==> src/aat_pkg.sv <==
// Shared widths, Q16 angle constants and the arctangent table for the
// accelerometer averaging and tilt-angle block. No dependencies.
`timescale 1ns / 1ps

package aat_pkg;

    // default number of cordic iterations
    localparam int AAT_CORDIC_STEPS = 16;

    // field widths
    localparam int SAMPLE_W  = 16;
    localparam int AVG_W     = 13;
    localparam int ROLL_W    = 9;
    localparam int PITCH_W   = 8;
    localparam int TILT_W    = 8;

    // configuration port
    localparam int CFG_W     = 8;
    localparam int CFG_IDX_W = 1;

    // configuration register indexes
    typedef enum logic [CFG_IDX_W-1:0] {
        CFG_TICKS_PER_SAMPLE    = 1'b0,
        CFG_SAMPLES_PER_AVERAGE = 1'b1
    } cfg_index_t;

    // register reset values
    localparam logic [CFG_W-1:0] TICKS_PER_SAMPLE_RST    = 8'd2;
    localparam logic [CFG_W-1:0] SAMPLES_PER_AVERAGE_RST = 8'd20;

    // averaging divisor is samples times this scale
    localparam int AVG_SCALE  = 10;

    // internal widths
    localparam int SUM_W      = 24;
    localparam int DIVISOR_W  = 12;
    localparam int QUO_W      = 12;
    localparam int DIV_STEPS  = QUO_W;
    localparam int SQ_W       = 25;
    localparam int ROOT_W     = 29;
    localparam int RAD_W      = 2 * ROOT_W;
    localparam int SQRT_STEPS = ROOT_W;
    localparam int REM_W      = 32;
    localparam int Q_FRAC     = 16;
    localparam int CO_W       = 32;
    localparam int ACC_W      = 26;
    localparam int ATAN_W     = 22;
    localparam int ATAN_IDX_W = 5;
    localparam int DEG_W      = 11;

    // angle constants in q16 degrees
    localparam logic signed [ACC_W-1:0] ACC_180 = 26'sd11796480;
    localparam logic signed [ACC_W-1:0] ACC_90  = 26'sd5898240;

    // clamp limits in whole degrees
    localparam logic signed [DEG_W-1:0] ROLL_MIN  = -11'sd180;
    localparam logic signed [DEG_W-1:0] ROLL_MAX  = 11'sd180;
    localparam logic signed [DEG_W-1:0] PITCH_MIN = -11'sd90;
    localparam logic signed [DEG_W-1:0] PITCH_MAX = 11'sd90;
    localparam logic signed [DEG_W-1:0] TILT_MIN  = 11'sd0;
    localparam logic signed [DEG_W-1:0] TILT_MAX  = 11'sd180;

    // atan(2^-i) in q16 degrees
    function automatic logic [ATAN_W-1:0] atan_q16(input logic [ATAN_IDX_W-1:0] idx);
        logic [ATAN_W-1:0] v;
        case (idx)
            5'd0:    v = 22'd2949120;
            5'd1:    v = 22'd1740967;
            5'd2:    v = 22'd919879;
            5'd3:    v = 22'd466945;
            5'd4:    v = 22'd234379;
            5'd5:    v = 22'd117304;
            5'd6:    v = 22'd58666;
            5'd7:    v = 22'd29335;
            5'd8:    v = 22'd14668;
            5'd9:    v = 22'd7334;
            5'd10:   v = 22'd3667;
            5'd11:   v = 22'd1833;
            5'd12:   v = 22'd917;
            5'd13:   v = 22'd458;
            5'd14:   v = 22'd229;
            5'd15:   v = 22'd115;
            5'd16:   v = 22'd57;
            5'd17:   v = 22'd29;
            5'd18:   v = 22'd14;
            5'd19:   v = 22'd7;
            5'd20:   v = 22'd4;
            5'd21:   v = 22'd2;
            5'd22:   v = 22'd1;
            default: v = 22'd0;
        endcase
        return v;
    endfunction

endpackage

==> src/aat_sample_if.sv <==
// Valid/ready channel carrying one three-axis accelerometer tick.
// Depends on aat_pkg for the field widths.
`timescale 1ns / 1ps

interface aat_sample_if import aat_pkg::*; ();

    logic                       valid;
    logic                       ready;
    logic signed [SAMPLE_W-1:0] x_sample;
    logic signed [SAMPLE_W-1:0] y_sample;
    logic signed [SAMPLE_W-1:0] z_sample;

    modport source (output valid, output x_sample, output y_sample, output z_sample,
                    input ready);
    modport sink   (input valid, input x_sample, input y_sample, input z_sample,
                    output ready);

endinterface

==> src/aat_result_if.sv <==
// Valid/ready channel carrying one averaged result with its tilt angles.
// Depends on aat_pkg for the field widths.
`timescale 1ns / 1ps

interface aat_result_if import aat_pkg::*; ();

    logic                      valid;
    logic                      ready;
    logic signed [AVG_W-1:0]   avg_x;
    logic signed [AVG_W-1:0]   avg_y;
    logic signed [AVG_W-1:0]   avg_z;
    logic signed [ROLL_W-1:0]  roll_deg;
    logic signed [PITCH_W-1:0] pitch_deg;
    logic        [TILT_W-1:0]  tilt_deg;
    logic                      any_nonzero;

    modport source (output valid, output avg_x, output avg_y, output avg_z,
                    output roll_deg, output pitch_deg, output tilt_deg,
                    output any_nonzero, input ready);
    modport sink   (input valid, input avg_x, input avg_y, input avg_z,
                    input roll_deg, input pitch_deg, input tilt_deg,
                    input any_nonzero, output ready);

endinterface

==> src/accel_average_tilt_angles.sv <==
// Top level of the accelerometer averaging and tilt-angle block.
// Depends on aat_pkg, aat_sample_if and aat_result_if.
`timescale 1ns / 1ps

// Every tick transfer is counted; each ticks_per_sample-th tick adds its three axes to
// 24-bit sums, and after samples_per_average such samples the block computes the three
// averages (sum / (samples * 10), truncated toward zero) and roll, pitch and tilt in
// whole degrees. A tick that completes no average leaves the block ready for the next.
// A completing tick keeps the block busy through a one-bit-per-cycle restoring divide
// for each axis, two bit-pair-per-cycle integer square roots (both divide and root
// through one shared 32-bit subtractor) and three vectoring CORDIC passes of CORDIC_STEPS
// iterations, all under one sequencer. An angle whose vector lies on an axis skips its
// iterations. Ticks that complete no average are still taken while a finished result
// waits on the output register.

module accel_average_tilt_angles import aat_pkg::*; #(
    parameter int CORDIC_STEPS = AAT_CORDIC_STEPS
) (
    input  logic                 clk,
    input  logic                 rst_n,
    input  logic                 cfg_we,
    input  logic [CFG_IDX_W-1:0] cfg_index,
    input  logic [CFG_W-1:0]     cfg_data,
    aat_sample_if.sink           samples,
    aat_result_if.source         results
);

    localparam int LOOP_MAX = (SQRT_STEPS > CORDIC_STEPS) ? SQRT_STEPS : CORDIC_STEPS;
    localparam int CNT_W    = $clog2(LOOP_MAX);
    localparam logic [CNT_W-1:0] DIV_LAST = CNT_W'(DIV_STEPS - 1);
    localparam logic [CNT_W-1:0] SQ_LAST  = CNT_W'(SQRT_STEPS - 1);
    localparam logic [CNT_W-1:0] CO_LAST  = CNT_W'(CORDIC_STEPS - 1);
    localparam int EXT_AVG  = CO_W - AVG_W - Q_FRAC;

    typedef enum logic [3:0] {
        S_IDLE,
        S_DIV_LOAD,
        S_DIV_STEP,
        S_SQ_MUL0,
        S_SQ_MUL1,
        S_SQ_STEP,
        S_CO_LOAD,
        S_CO_STEP,
        S_CO_DONE,
        S_OUT
    } state_t;

    typedef enum logic [1:0] {
        ANG_ROLL,
        ANG_PITCH,
        ANG_TILT
    } angle_t;

    // configuration and counting state
    logic [CFG_W-1:0]  tps_reg;
    logic [CFG_W-1:0]  spa_reg;
    logic [7:0]        tick_count_reg;
    logic [7:0]        sample_count_reg;
    logic [SUM_W-1:0]  axis_sums_reg [3];

    // sequencer
    state_t            state_reg;
    angle_t            angle_reg;
    logic [CNT_W-1:0]  cnt_reg;
    logic [1:0]        axis_reg;

    // divider
    logic [DIVISOR_W-1:0] divisor_reg;
    logic [QUO_W-1:0]     div_rem_reg;
    logic [QUO_W-1:0]     div_low_reg;
    logic [QUO_W-1:0]     div_quo_reg;
    logic                 div_neg_reg;
    logic signed [AVG_W-1:0] avg_reg [3];

    // square root
    logic [SQ_W-1:0]   sq_acc_reg;
    logic [RAD_W-1:0]  rad_reg;
    logic [REM_W-1:0]  sq_rem_reg;
    logic [ROOT_W-1:0] sq_root_reg;
    logic [ROOT_W-1:0] mag_reg;

    // cordic
    logic signed [CO_W-1:0]  co_x_reg;
    logic signed [CO_W-1:0]  co_y_reg;
    logic signed [ACC_W-1:0] co_acc_reg;
    logic signed [ROLL_W-1:0]  roll_reg;
    logic signed [PITCH_W-1:0] pitch_reg;
    logic        [TILT_W-1:0]  tilt_reg;

    // output register
    logic                      out_valid_reg;
    logic signed [AVG_W-1:0]   out_avg_x_reg;
    logic signed [AVG_W-1:0]   out_avg_y_reg;
    logic signed [AVG_W-1:0]   out_avg_z_reg;
    logic signed [ROLL_W-1:0]  out_roll_reg;
    logic signed [PITCH_W-1:0] out_pitch_reg;
    logic        [TILT_W-1:0]  out_tilt_reg;
    logic                      out_nonzero_reg;

    // tick and sample counting
    logic [CFG_W-1:0]    tps_eff;
    logic [CFG_W-1:0]    spa_eff;
    logic [7:0]          tick_inc;
    logic [7:0]          samp_inc;
    logic                tick_hit;
    logic                samp_hit;
    logic                in_xfer;
    logic [SAMPLE_W-1:0] sample_vec [3];
    logic [SUM_W-1:0]    sum_add [3];

    assign tps_eff  = (tps_reg == '0) ? CFG_W'(1) : tps_reg;
    assign spa_eff  = (spa_reg == '0) ? CFG_W'(1) : spa_reg;
    assign tick_inc = tick_count_reg + 8'd1;
    assign samp_inc = sample_count_reg + 8'd1;
    assign tick_hit = (tick_inc >= tps_eff);
    assign samp_hit = (samp_inc >= spa_eff);
    assign in_xfer  = samples.valid && samples.ready;

    assign sample_vec[0] = samples.x_sample;
    assign sample_vec[1] = samples.y_sample;
    assign sample_vec[2] = samples.z_sample;

    always_comb
    begin
        for (int k = 0; k < 3; k++)
        begin
            sum_add[k] = axis_sums_reg[k]
                       + {{(SUM_W-SAMPLE_W){sample_vec[k][SAMPLE_W-1]}}, sample_vec[k]};
        end
    end

    // shared subtractor for divide and root trials
    logic [REM_W-1:0] sub_a;
    logic [REM_W-1:0] sub_b;
    logic [REM_W:0]   sub_diff;
    logic             sub_borrow;

    // divider step
    logic [SUM_W-1:0]     div_src;
    logic [SUM_W-1:0]     div_abs;
    logic [QUO_W:0]       div_rem_sh;
    logic [QUO_W-1:0]     div_quo_next;
    logic [AVG_W-1:0]     div_quo_ext;
    logic signed [AVG_W-1:0] div_avg;

    assign div_src      = axis_sums_reg[axis_reg];
    assign div_abs      = div_src[SUM_W-1] ? (~div_src + SUM_W'(1)) : div_src;
    assign div_rem_sh   = {div_rem_reg, div_low_reg[QUO_W-1]};
    assign div_quo_next = {div_quo_reg[QUO_W-2:0], ~sub_borrow};
    assign div_quo_ext  = {1'b0, div_quo_next};
    assign div_avg      = div_neg_reg ? $signed(~div_quo_ext + AVG_W'(1))
                                      : $signed(div_quo_ext);

    // root step
    logic [REM_W-1:0]  sq_rem_sh;
    logic [REM_W-1:0]  sq_trial;
    logic [ROOT_W-1:0] sq_root_next;

    assign sq_rem_sh    = {sq_rem_reg[REM_W-3:0], rad_reg[RAD_W-1 -: 2]};
    assign sq_trial     = {1'b0, sq_root_reg, 2'b01};
    assign sq_root_next = {sq_root_reg[ROOT_W-2:0], ~sub_borrow};

    always_comb
    begin
        if (state_reg == S_DIV_STEP)
        begin
            sub_a = REM_W'(div_rem_sh);
            sub_b = REM_W'(divisor_reg);
        end
        else
        begin
            sub_a = sq_rem_sh;
            sub_b = sq_trial;
        end
    end

    assign sub_diff   = {1'b0, sub_a} - {1'b0, sub_b};
    assign sub_borrow = sub_diff[REM_W];

    // squaring for the magnitudes, one product a cycle
    logic signed [AVG_W-1:0]   mul_op;
    logic signed [2*AVG_W-1:0] mul_prod;
    logic [SQ_W-1:0]           mul_sq;
    logic [SQ_W-1:0]           sq_sum;

    always_comb
    begin
        if (angle_reg == ANG_PITCH)
            mul_op = (state_reg == S_SQ_MUL0) ? avg_reg[1] : avg_reg[2];
        else
            mul_op = (state_reg == S_SQ_MUL0) ? avg_reg[0] : avg_reg[1];
    end

    assign mul_prod = mul_op * mul_op;
    assign mul_sq   = mul_prod[SQ_W-1:0];
    assign sq_sum   = sq_acc_reg + mul_sq;

    // cordic operands in q16
    logic signed [CO_W-1:0] q_avg_x;
    logic signed [CO_W-1:0] q_avg_y;
    logic signed [CO_W-1:0] q_avg_z;
    logic signed [CO_W-1:0] q_mag;
    logic signed [CO_W-1:0] ld_x;
    logic signed [CO_W-1:0] ld_y;

    assign q_avg_x = {{EXT_AVG{avg_reg[0][AVG_W-1]}}, avg_reg[0], {Q_FRAC{1'b0}}};
    assign q_avg_y = {{EXT_AVG{avg_reg[1][AVG_W-1]}}, avg_reg[1], {Q_FRAC{1'b0}}};
    assign q_avg_z = {{EXT_AVG{avg_reg[2][AVG_W-1]}}, avg_reg[2], {Q_FRAC{1'b0}}};
    assign q_mag   = {{(CO_W-ROOT_W){1'b0}}, mag_reg};

    always_comb
    begin
        case (angle_reg)
            ANG_ROLL:
            begin
                ld_y = q_avg_y;
                ld_x = q_avg_z;
            end
            ANG_PITCH:
            begin
                ld_y = -q_avg_x;
                ld_x = q_mag;
            end
            ANG_TILT:
            begin
                ld_y = q_mag;
                ld_x = q_avg_z;
            end
            default:
            begin
                ld_y = '0;
                ld_x = '0;
            end
        endcase
    end

    // cordic iteration
    logic                    co_y_pos;
    logic signed [CO_W-1:0]  co_xs;
    logic signed [CO_W-1:0]  co_ys;
    logic signed [ACC_W-1:0] co_atan;

    assign co_y_pos = !co_y_reg[CO_W-1] && (co_y_reg != '0);
    assign co_xs    = co_x_reg >>> cnt_reg;
    assign co_ys    = co_y_reg >>> cnt_reg;
    assign co_atan  = $signed({{(ACC_W-ATAN_W){1'b0}}, atan_q16(ATAN_IDX_W'(cnt_reg))});

    // q16 angle to clamped whole degrees
    logic [ACC_W-1:0]        acc_abs;
    logic [DEG_W-1:0]        deg_abs;
    logic signed [DEG_W-1:0] deg_val;
    logic signed [DEG_W-1:0] deg_lo;
    logic signed [DEG_W-1:0] deg_hi;
    logic signed [DEG_W-1:0] deg_clamped;

    assign acc_abs = co_acc_reg[ACC_W-1] ? (~co_acc_reg + ACC_W'(1)) : co_acc_reg;
    assign deg_abs = {1'b0, acc_abs[ACC_W-1:Q_FRAC]};
    assign deg_val = co_acc_reg[ACC_W-1] ? $signed(~deg_abs + DEG_W'(1)) : $signed(deg_abs);

    always_comb
    begin
        case (angle_reg)
            ANG_ROLL:
            begin
                deg_lo = ROLL_MIN;
                deg_hi = ROLL_MAX;
            end
            ANG_PITCH:
            begin
                deg_lo = PITCH_MIN;
                deg_hi = PITCH_MAX;
            end
            ANG_TILT:
            begin
                deg_lo = TILT_MIN;
                deg_hi = TILT_MAX;
            end
            default:
            begin
                deg_lo = '0;
                deg_hi = '0;
            end
        endcase
        if (deg_val < deg_lo)
            deg_clamped = deg_lo;
        else if (deg_val > deg_hi)
            deg_clamped = deg_hi;
        else
            deg_clamped = deg_val;
    end

    // sequencer, datapath and output register
    always_ff @(posedge clk or negedge rst_n)
    begin
        if (!rst_n)
        begin
            tps_reg          <= TICKS_PER_SAMPLE_RST;
            spa_reg          <= SAMPLES_PER_AVERAGE_RST;
            tick_count_reg   <= '0;
            sample_count_reg <= '0;
            for (int k = 0; k < 3; k++)
            begin
                axis_sums_reg[k] <= '0;
                avg_reg[k]       <= '0;
            end
            state_reg        <= S_IDLE;
            angle_reg        <= ANG_ROLL;
            cnt_reg          <= '0;
            axis_reg         <= '0;
            divisor_reg      <= '0;
            div_rem_reg      <= '0;
            div_low_reg      <= '0;
            div_quo_reg      <= '0;
            div_neg_reg      <= 1'b0;
            sq_acc_reg       <= '0;
            rad_reg          <= '0;
            sq_rem_reg       <= '0;
            sq_root_reg      <= '0;
            mag_reg          <= '0;
            co_x_reg         <= '0;
            co_y_reg         <= '0;
            co_acc_reg       <= '0;
            roll_reg         <= '0;
            pitch_reg        <= '0;
            tilt_reg         <= '0;
            out_valid_reg    <= 1'b0;
            out_avg_x_reg    <= '0;
            out_avg_y_reg    <= '0;
            out_avg_z_reg    <= '0;
            out_roll_reg     <= '0;
            out_pitch_reg    <= '0;
            out_tilt_reg     <= '0;
            out_nonzero_reg  <= 1'b0;
        end
        else
        begin
            // register writes
            if (cfg_we)
            begin
                case (cfg_index)
                    CFG_TICKS_PER_SAMPLE:    tps_reg <= cfg_data;
                    CFG_SAMPLES_PER_AVERAGE: spa_reg <= cfg_data;
                    default:                 ;
                endcase
            end

            // result transfer frees the output register unless a reading is loaded
            if (results.ready && (state_reg != S_OUT))
                out_valid_reg <= 1'b0;

            case (state_reg)
                S_IDLE:
                begin
                    if (in_xfer)
                    begin
                        if (!tick_hit)
                            tick_count_reg <= tick_inc;
                        else
                        begin
                            tick_count_reg <= '0;
                            for (int k = 0; k < 3; k++)
                                axis_sums_reg[k] <= sum_add[k];
                            if (!samp_hit)
                                sample_count_reg <= samp_inc;
                            else
                            begin
                                sample_count_reg <= '0;
                                divisor_reg <= DIVISOR_W'(samp_inc) * DIVISOR_W'(AVG_SCALE);
                                axis_reg    <= '0;
                                state_reg   <= S_DIV_LOAD;
                            end
                        end
                    end
                end

                S_DIV_LOAD:
                begin
                    div_neg_reg             <= div_src[SUM_W-1];
                    div_rem_reg             <= div_abs[SUM_W-1:QUO_W];
                    div_low_reg             <= div_abs[QUO_W-1:0];
                    div_quo_reg             <= '0;
                    axis_sums_reg[axis_reg] <= '0;
                    cnt_reg                 <= '0;
                    state_reg               <= S_DIV_STEP;
                end

                S_DIV_STEP:
                begin
                    div_rem_reg <= sub_borrow ? div_rem_sh[QUO_W-1:0] : sub_diff[QUO_W-1:0];
                    div_low_reg <= {div_low_reg[QUO_W-2:0], 1'b0};
                    div_quo_reg <= div_quo_next;
                    cnt_reg     <= cnt_reg + CNT_W'(1);
                    if (cnt_reg == DIV_LAST)
                    begin
                        avg_reg[axis_reg] <= div_avg;
                        if (axis_reg == 2'd2)
                        begin
                            angle_reg <= ANG_ROLL;
                            state_reg <= S_CO_LOAD;
                        end
                        else
                        begin
                            axis_reg  <= axis_reg + 2'd1;
                            state_reg <= S_DIV_LOAD;
                        end
                    end
                end

                S_SQ_MUL0:
                begin
                    sq_acc_reg <= mul_sq;
                    state_reg  <= S_SQ_MUL1;
                end

                S_SQ_MUL1:
                begin
                    rad_reg     <= {{(RAD_W-SQ_W-2*Q_FRAC){1'b0}}, sq_sum, {(2*Q_FRAC){1'b0}}};
                    sq_rem_reg  <= '0;
                    sq_root_reg <= '0;
                    cnt_reg     <= '0;
                    state_reg   <= S_SQ_STEP;
                end

                S_SQ_STEP:
                begin
                    sq_rem_reg  <= sub_borrow ? sq_rem_sh : sub_diff[REM_W-1:0];
                    sq_root_reg <= sq_root_next;
                    rad_reg     <= {rad_reg[RAD_W-3:0], 2'b00};
                    cnt_reg     <= cnt_reg + CNT_W'(1);
                    if (cnt_reg == SQ_LAST)
                    begin
                        mag_reg   <= sq_root_next;
                        state_reg <= S_CO_LOAD;
                    end
                end

                S_CO_LOAD:
                begin
                    cnt_reg <= '0;
                    if (ld_y == '0)
                    begin
                        // on the x axis: zero or a half turn
                        co_acc_reg <= ld_x[CO_W-1] ? ACC_180 : '0;
                        state_reg  <= S_CO_DONE;
                    end
                    else if (ld_x == '0)
                    begin
                        // on the y axis: exact quarter turn
                        co_acc_reg <= ld_y[CO_W-1] ? -ACC_90 : ACC_90;
                        state_reg  <= S_CO_DONE;
                    end
                    else if (ld_x[CO_W-1])
                    begin
                        // left half plane: turn by a half turn first
                        co_acc_reg <= ld_y[CO_W-1] ? -ACC_180 : ACC_180;
                        co_x_reg   <= -ld_x;
                        co_y_reg   <= -ld_y;
                        state_reg  <= S_CO_STEP;
                    end
                    else
                    begin
                        co_acc_reg <= '0;
                        co_x_reg   <= ld_x;
                        co_y_reg   <= ld_y;
                        state_reg  <= S_CO_STEP;
                    end
                end

                S_CO_STEP:
                begin
                    if (co_y_pos)
                    begin
                        co_x_reg   <= co_x_reg + co_ys;
                        co_y_reg   <= co_y_reg - co_xs;
                        co_acc_reg <= co_acc_reg + co_atan;
                    end
                    else
                    begin
                        co_x_reg   <= co_x_reg - co_ys;
                        co_y_reg   <= co_y_reg + co_xs;
                        co_acc_reg <= co_acc_reg - co_atan;
                    end
                    cnt_reg <= cnt_reg + CNT_W'(1);
                    if (cnt_reg == CO_LAST)
                        state_reg <= S_CO_DONE;
                end

                S_CO_DONE:
                begin
                    case (angle_reg)
                        ANG_ROLL:
                        begin
                            roll_reg  <= ROLL_W'(deg_clamped);
                            angle_reg <= ANG_PITCH;
                            state_reg <= S_SQ_MUL0;
                        end
                        ANG_PITCH:
                        begin
                            pitch_reg <= PITCH_W'(deg_clamped);
                            angle_reg <= ANG_TILT;
                            state_reg <= S_SQ_MUL0;
                        end
                        default:
                        begin
                            tilt_reg  <= TILT_W'(deg_clamped);
                            state_reg <= S_OUT;
                        end
                    endcase
                end

                S_OUT:
                begin
                    // move the finished reading into a free output register
                    if (!out_valid_reg || results.ready)
                    begin
                        out_valid_reg   <= 1'b1;
                        out_avg_x_reg   <= avg_reg[0];
                        out_avg_y_reg   <= avg_reg[1];
                        out_avg_z_reg   <= avg_reg[2];
                        out_roll_reg    <= roll_reg;
                        out_pitch_reg   <= pitch_reg;
                        out_tilt_reg    <= tilt_reg;
                        out_nonzero_reg <= (avg_reg[0] != '0) || (avg_reg[1] != '0)
                                        || (avg_reg[2] != '0);
                        state_reg       <= S_IDLE;
                    end
                end

                default:
                begin
                    state_reg <= S_IDLE;
                end
            endcase
        end
    end

    // channel outputs
    assign samples.ready       = (state_reg == S_IDLE);
    assign results.valid       = out_valid_reg;
    assign results.avg_x       = out_avg_x_reg;
    assign results.avg_y       = out_avg_y_reg;
    assign results.avg_z       = out_avg_z_reg;
    assign results.roll_deg    = out_roll_reg;
    assign results.pitch_deg   = out_pitch_reg;
    assign results.tilt_deg    = out_tilt_reg;
    assign results.any_nonzero = out_nonzero_reg;

endmodule

==> src/flat_wrapper.sv <==
// flat-port wrapper written by rule: the top's interface ports become plain ports
module accel_average_tilt_angles_flat import aat_pkg::*;
#(
    parameter int CORDIC_STEPS = AAT_CORDIC_STEPS
)
  (clk, rst_n, cfg_we, cfg_index, cfg_data, samples_valid, samples_x_sample, samples_y_sample, samples_z_sample, samples_ready, results_valid, results_avg_x, results_avg_y, results_avg_z, results_roll_deg, results_pitch_deg, results_tilt_deg, results_any_nonzero, results_ready);
  aat_sample_if samples_i ();
  aat_result_if results_i ();
  input  logic clk;
  input  logic rst_n;
  input  logic cfg_we;
  input  logic [CFG_IDX_W-1:0] cfg_index;
  input  logic [CFG_W-1:0] cfg_data;
  input wire logic [$bits(samples_i.valid)-1:0] samples_valid;
  input wire logic [$bits(samples_i.x_sample)-1:0] samples_x_sample;
  input wire logic [$bits(samples_i.y_sample)-1:0] samples_y_sample;
  input wire logic [$bits(samples_i.z_sample)-1:0] samples_z_sample;
  output wire logic [$bits(samples_i.ready)-1:0] samples_ready;
  output wire logic [$bits(results_i.valid)-1:0] results_valid;
  output wire logic [$bits(results_i.avg_x)-1:0] results_avg_x;
  output wire logic [$bits(results_i.avg_y)-1:0] results_avg_y;
  output wire logic [$bits(results_i.avg_z)-1:0] results_avg_z;
  output wire logic [$bits(results_i.roll_deg)-1:0] results_roll_deg;
  output wire logic [$bits(results_i.pitch_deg)-1:0] results_pitch_deg;
  output wire logic [$bits(results_i.tilt_deg)-1:0] results_tilt_deg;
  output wire logic [$bits(results_i.any_nonzero)-1:0] results_any_nonzero;
  input wire logic [$bits(results_i.ready)-1:0] results_ready;
  assign samples_i.valid = samples_valid;
  assign samples_i.x_sample = samples_x_sample;
  assign samples_i.y_sample = samples_y_sample;
  assign samples_i.z_sample = samples_z_sample;
  assign samples_ready = samples_i.ready;
  assign results_valid = results_i.valid;
  assign results_avg_x = results_i.avg_x;
  assign results_avg_y = results_i.avg_y;
  assign results_avg_z = results_i.avg_z;
  assign results_roll_deg = results_i.roll_deg;
  assign results_pitch_deg = results_i.pitch_deg;
  assign results_tilt_deg = results_i.tilt_deg;
  assign results_any_nonzero = results_i.any_nonzero;
  assign results_i.ready = results_ready;
  accel_average_tilt_angles #(.CORDIC_STEPS(CORDIC_STEPS)) u_core (.clk(clk), .rst_n(rst_n), .cfg_we(cfg_we), .cfg_index(cfg_index), .cfg_data(cfg_data), .samples(samples_i), .results(results_i));
endmodule
==> config.mk <==
export PLATFORM = sky130hd
export DESIGN_NAME = accel_average_tilt_angles_flat
export DESIGN_NICKNAME = d
export VERILOG_FILES = /design/src/aat_pkg.sv /design/src/aat_sample_if.sv /design/src/aat_result_if.sv /design/src/accel_average_tilt_angles.sv /design/src/flat_wrapper.sv
export SDC_FILE = /design/constraint.sdc
export NUM_CORES = 2
export LEC_CHECK = 0
export BUFFER_PORTS_ARGS = -buffer_cell sky130_fd_sc_hd__buf_2
export CAP_MARGIN = 40
export CELL_PAD_IN_SITES_DETAIL_PLACEMENT = 0
export CELL_PAD_IN_SITES_GLOBAL_PLACEMENT = 2
export CORE_ASPECT_RATIO = 0.75
export CORE_MARGIN = 10
export CORE_UTILIZATION = 41
export CTS_BUF_LIST = sky130_fd_sc_hd__clkbuf_2
export DETAILED_ROUTE_END_ITERATION = 12
export GPL_TIMING_DRIVEN = 0
export PLACE_DENSITY_LB_ADDON = 0.1
export SYNTH_ARGS = -nofsm -noshare
export SYNTH_HDL_FRONTEND = slang
export SYNTH_SLANG_ARGS = --single-unit
==> constraint.sdc <==
create_clock -name clk -period 9.6 [get_ports clk]
set_clock_uncertainty 0.1 [all_clocks]
set_input_delay 0.96 -clock clk [delete_from_list [all_inputs] [get_ports clk]]
set_output_delay 0.96 -clock clk [all_outputs]
set_load 0.01 [all_outputs]
## Word-level counts from Yosys, hierarchy flattened

Memory sizes are Yosys's and may differ from the RTL's.
Index checks and enable logic that the tools add are counted.

| word-level totals | value |
|---|---|
| register bits after elaboration | 555 |
| bits in read-only memories | 704 |
| bits of input ports | 62 |
| output and inout bits | 67 |
| logic and storage cells | 237 |
| memories kept | 1 |

| cells by class | value |
|---|---|
| add/sub/neg operators | 22 |
| multipliers | 2 |
| $lt $le $gt $ge | 6 |
| equal/unequal tests | 28 |
| shift operators | 2 |
| mux-type cells | 82 |
| bitwise gates (word level) | 10 |
| reductions and logical operators | 46 |

Memory list:

| name | words | width | rd ports | clocked after memory_dff | write ports | line | text |
|---|---|---|---|---|---|---|---|
| (name not given) | 32 | 22 | 1 | 0 | 0 | aat_pkg.sv:66 | `case (idx)` |

Operators by type and width:

| operator | count |
|---|---|
| $mux W32 | 9 |
| $pmux W32 S2 | 3 |
| $mux W26 | 7 |
| $mux W72 | 2 |
| $pmux W72 S2 | 1 |
| $mux W24 | 5 |
| $pmux W58 S2 | 1 |
| $pmux W32 S3 | 1 |
| $add A24 B24 Y24 | 3 |
| $and A72 B72 Y72 | 1 |
| $not A72 Y72 | 1 |
| $mux W13 | 5 |
| $add A32 B32 Y32 | 2 |
| $logic_not A32 Y1 | 2 |
| $neg A32 Y32 | 2 |
| $sshr A32 B5 Y32 | 2 |
| $sub A32 B32 Y32 | 2 |
| $pmux W30 S2 | 1 |
| $pmux W29 S2 | 1 |
| $pmux W26 S2 | 1 |
| $bmux W24 S2 | 1 |
| $demux W24 S2 | 1 |
| $pmux W12 S2 | 2 |
| $pmux W11 S2 | 2 |
| 69 further kinds | 140 |

## Depth between registers and ports, before layout

| logic depth | value |
|---|---|
| word-level depth | 9 |
| gate-level depth with buffers | 41 |
| mapped depth without buffers | 37 |

## Worst setup path after synthesis

Ideal clock, no wire load.

| timing path | value |
|---|---|
| path type | register to register |
| start | register u_core.state_reg[0] |
| end | register u_core.rad_reg[56] |
| library setup time | 83 ps |
| arrival time | 8706 ps |
| data required time | 9417 ps |
| slack | 711 ps |
| stages on the path, launching flop included | 38 |
| buffers on the path | 3 |
| period minus slack after synthesis | 8889 ps |
| cells stage by stage | dfrtp_1 > clkbuf_1 > inv_1 > or3_1 > clkbuf_1 > nand2_1 > buf_1 > o22a_1 > o21a_1 > clkinv_1 > nor2_1 > ha_1 > xor2_1 > fa_1 > inv_1 > fa_1 > inv_1 > fa_1 > [2 not listed] > ha_1 > ha_1 > nand3_1 > o211ai_1 > or2_2 > a21o_1 > a21oi_1 > xnor2_1 > ha_1 > and4_1 > and2_1 > a221oi_1 > o22ai_1 > nor3_1 > o21bai_1 > a21oi_1 > xnor3_1 > o21ai_0 |

| between the ends | value |
|---|---|
| longest elaborated chain between the ends | 6 |
| elaborated cells on any way between the ends | 10 |
| those cells by class | add/sub (1); mul (1); eq/ne (3); mux (4); reduce/logical (1) |

RTL lines:

| what | line | text |
|---|---|---|
| from (decl) | accel_average_tilt_angles.sv:62 | `state_t state_reg;` |
| from (signal assigned) | accel_average_tilt_angles.sv:306 | `state_reg <= S_IDLE;` |
| from (signal assigned) | accel_average_tilt_angles.sv:370 | `state_reg <= S_DIV_LOAD;` |
| from (signal assigned) | accel_average_tilt_angles.sv:384 | `state_reg <= S_DIV_STEP;` |
| $eq A4 B2 Y1 (*) | accel_average_tilt_angles.sv:189, accel_average_tilt_angles.sv:191 |  |
| $mux W13 (on tied branches) | accel_average_tilt_angles.sv:191, accel_average_tilt_angles.sv:189 |  |
| $mux W13 (*) | accel_average_tilt_angles.sv:188 | `if (angle_reg == ANG_PITCH)` |
| $mul A13 B13 Y25 (*) | accel_average_tilt_angles.sv:194 | `assign mul_prod = mul_op * mul_op;` |
| net u_core.mul_prod[12] | accel_average_tilt_angles.sv:182 | `logic signed [2*AVG_W-1:0] mul_prod;` |
| $add A25 B25 Y25 (*) | accel_average_tilt_angles.sv:196 | `assign sq_sum = sq_acc_reg + mul_sq;` |
| $pmux W58 S2 (*) | accel_average_tilt_angles.sv:351 | `case (state_reg)` |
| to (signal assigned) | accel_average_tilt_angles.sv:417 | `rad_reg <= {{(RAD_W-SQ_W-2*Q_FRAC){1'b0}}, sq_sum, {(2*Q_FRAC){1'b0}}};` |
| to (signal assigned) | accel_average_tilt_angles.sv:428 | `rad_reg <= {rad_reg[RAD_W-3:0], 2'b00};` |
| to (decl) | accel_average_tilt_angles.sv:77 | `logic [RAD_W-1:0] rad_reg;` |

The timed path passes the listed nets; every way through them passes the cells marked *. The select of a mux whose other input is x is not followed.
A chain may end at the register's enable or synchronous reset.

## Final worst setup path

| timing path | value |
|---|---|
| start | register u_core.state_reg[3] |
| end | register u_core.rad_reg[50] |

The elaborated chain is that of the path after synthesis.

==> summary.md <==
| Metric | Value |
|---|---|
| Multiplexer share of the synthesized area | slightly above 9% |
| Post-route antenna net violation count | 0 |
| Leak | about 0.026 uW |
| Compound-Gate Fraction of Synth Area | about a fifth |
| Die outline area | 130,000 um^2 |
| Yosys warnings | 0 |
| Grt total ovfl | 0 |
| Core Area | around 120,000 um^2 |
| Filler cell count | about 12k |
| Cells after Synth | 5,497 |
| CTS tree | built |
| Synth Flop Type | dfrtp_1 |
| Share of cells above drive strength 1 | a little over an eighth |
| Endpoint class of the critical path | flop |
| Post-Synth Simple-Gate Area | between 10% and 20% |
| Netlist cell types | between 100 and 150 |
| Iteration-0 DRC Markers | 5,141 |
| Seq/Total Area, Yosys | 27.5% |
| Critical path origin | u_core.state_reg[3]$_DFFE_PN0P_ |
| Power, Total | 11,000 uW |
| Multi-input combinational cell area | 32,300 um^2 |
| Clock transition at path regs | about 110 ps |
| Synthesized area | roughly 47,000 um^2 |
| Fraction of registers with async set/reset | 100% |
| Final Hold Fails | 0 |
| Avg Inst Size Synth | between 8 and 9 um^2 |
| Setup ws final | 422 ps |
| GPL Wtd Cong | 1.03 |
| Worst r2r src | u_core.state_reg[3]$_DFFE_PN0P_ |
| Initial antenna violation count | 9 |
| Min Clock Period, post-route | 9180 ps |
| Worst Setup EP | u_core.rad_reg[50]$_DFFE_PN0P_ |
| Post-synth top area share | a little over a quarter |
| Number of flip-flops in the largest register | just over 70 |
| Synth Area in XOR/XNOR | 6.84% |
| Total global-route track usage | slightly below 30% |
| Via count | 45.0k |
| Final slew viol count | 0 |
| Relative slew margins | between 20 and 30% |
| CP max-delay cell | fa_1 |
| EDFF count, synth | 0 |
| Worst endpoint required time | 10,870 ps |
| Cell taking the most area after synthesis | dfrtp_1 |
| Area after DPL | ~51,000 um^2 |
| Nets@finish | about 6.5k |
| Worst slack, placed | -1780 ps |
| Setup_tns | 0 ps |
| Longest Clk Path Bufs | 3 |
| Period utilisation layout | between 90% and 100% |
| H-tree levels | 4 |
| Syn_nets | just over 6k |
| Cell area power density | 207 nW/um^2 |
| Reg2reg path depth | 35 |
| Critical path peak fanout | 10 |
| Max Fclk | about 110 MHz |
| Vias in the first global route | between 40k and 50k |
| # DRC | 0 |
| Worst Max-Slew Pin Slew | ~1100 ps |
| Worst path bufs/invs | 5 |
| First-pass detailed-route iteration total | 7 |
| Most frequent cells in the layout | nand2_1, dfrtp_1, o21ai_0 |
| Die X | ~410 um |
| Final setup fails | 0 |
| R2R setup slack | between 400 and 500 ps |
| Port Buf Inserts | about 130 |
| Synthesis-to-layout area growth | 12.2% |
| Max Cap Viol | 0 |
| Max incr delay on CP | around 570 ps |
| Adder-cell area share of the yosys netlist | between 10% and 20% |
| # IOs | roughly 130 |
| Routed len/inst | approximately 26 um |
| Wirelength, routed | approximately 190,000 um |
| Worst hold path class | in2reg |
| CP Launch Type | flop |
| Final HPWL from detailed placement | 155,000 um |
| CTS buffer count | 143 |
| Clock Latency Late Sink | approximately 1600 ps |
| CTS Root Cell | clkbuf_2 |
| Commonest non-fill, non-tap cell in the layout | nand2_1 |
| Worst VDD drop | just over 0.3 mV |
| Combinational family with the most area after synthesis | compound AO/OA/AOI/OAI gates |
| Pin count of the biggest net entering global routing | around 120 |
| FF+latch count, synth | about 520 |
| Stages on worst setup path | 35 |
| Worst R2R End | u_core.rad_reg[50]$_DFFE_PN0P_ |
| Worst hold margin | 277 ps |
| Register Area | 13,100 um^2 |
| Area contributors post-synth | dfrtp_1, ha_1, fa_1 |
| CP Class | reg2reg |
| Worst endpoint data arrival time | between 10,000 and 15,000 ps |
| Initial Util | approximately 41% |
| Vias per cell | 5.94 |
| Die Span Y | approximately 310 um |
| Post-route cell area | 53,300 um^2 |
| Crit-path leading delay family | adder cells |
| Row cnt | approximately 110 |
| Status | finished, final reports clean |
| First-pass GRT wire length | approximately 290,000 um |
| CTS Sinks | 522 |
report_power, final:
group / switching, uW / total [uW] / internal, uW
Sequential: 221 / 2630 / 2410
Clock: 1110 / 1810 / 696
Combinational: 3950 / 6580 / 2630
Total: 5280 / 11000 / 5730
cells in the mapped netlist (all sizes together) (31+ instances only):
| master | number |
|---|---|
| a211oi | 43 |
| a21o | 90 |
| a21oi | 342 |
| a22oi | 58 |
| a31oi | 63 |
| and2 | 45 |
| and3 | 43 |
| buf | 70 |
| clkbuf | 203 |
| dfrtp | 519 |
| fa | 142 |
| ha | 347 |
| inv | 287 |
| mux2 | 171 |
| mux2i | 108 |
| mux4 | 59 |
| nand2 | 754 |
| nand2b | 59 |
| nand3 | 104 |
| nor2 | 363 |
| nor2b | 38 |
| nor3 | 85 |
| nor4 | 42 |
| o21a | 54 |
| o21ai | 512 |
| o21bai | 35 |
| o31ai | 45 |
| or2 | 31 |
| or3 | 36 |
| xnor2 | 200 |
| xor2 | 168 |
timing repair:
| action | CTS | global route |
|---|---|---|
| endpoints found under the setup margin | 17 | 11 |
| resized for setup | 41 | 30 |
| hold buffers | 104 | 0 |
| pin swaps | 4 | 7 |
| setup buffers | 4 | 15 |
| endpoints found under the hold margin | 399 | 0 |
cell families (layout without fill, tap and decap cells):
group                    Yosys count  in the layout
AND/OR/NAND/NOR                 1687           1687
AO/OA/AOI/OAI                   1525           1525
buffers and inverters            567           1094
flip-flops                       522            522
adder cells (fa/ha/maj)          489            489
XOR/XNOR                         369            369
multiplexers                     338            338
other                              0              9
metal layers:
metal | track usage (%) | vias up | wire length (um)
li1 | - | 20600 | -
met2 | 38.9 | 1861 | 75700
met1 | 45.3 | 22300 | 95400
met5 | 0 | - | 27
met4 | 8.17 | 4 | 4830
met3 | 7.72 | 270 | 19100
worst reg2reg max path, delay by kind of cell, from the launching register on:
kind | cells | cell delay, ps
fa+ha+maj | 8 | 3440
simple gates | 10 | 1950
compound gates | 10 | 1780
buf+inv | 5 | 950
flops | 1 | 450
xor+xnor | 2 | 380
layout make-up:
type,count,area share [%]
antenna,9,0.0423
buffer,265,2.22
clock buffer,203,1.91
clock inverter,46,0.651
inverter,294,2.12
multi-input combinational,4408,60.6
sequential,522,24.5
tap,1540,3.62
timing repair buffer,286,4.35
how the worst min path moves through the flow:
stage	depth (start not counted)	start	to	slack, ps
after floorplan	2	u_core.sq_root_reg[28]$_DFFE_PN0P_	u_core.sq_root_reg[28]$_DFFE_PN0P_	340
after detailed placement	2	u_core.sq_root_reg[28]$_DFFE_PN0P_	u_core.sq_root_reg[28]$_DFFE_PN0P_	370
after global placement	2	u_core.pitch_reg[4]$_DFFE_PN0P_	u_core.pitch_reg[4]$_DFFE_PN0P_	360
after global routing	3	samples_z_sample[15]	u_core.axis_sums_reg[23]$_DFFE_PN0P_	180
final	4	samples_y_sample[0]	u_core.axis_sums_reg[24]$_DFFE_PN0P_	280
after CTS	3	samples_z_sample[15]	u_core.axis_sums_reg[23]$_DFFE_PN0P_	70
through the flow:
stage,util (%),cells
3_5_place_dp,43.8,7200
2_1_floorplan,-,5497
3_3_place_gp,43.4,7165
6_report,46.2,7573
4_1_cts,46.0,7551
5_1_grt,46.2,7572
No activity file was read; power rests on OpenSTA's default activity.
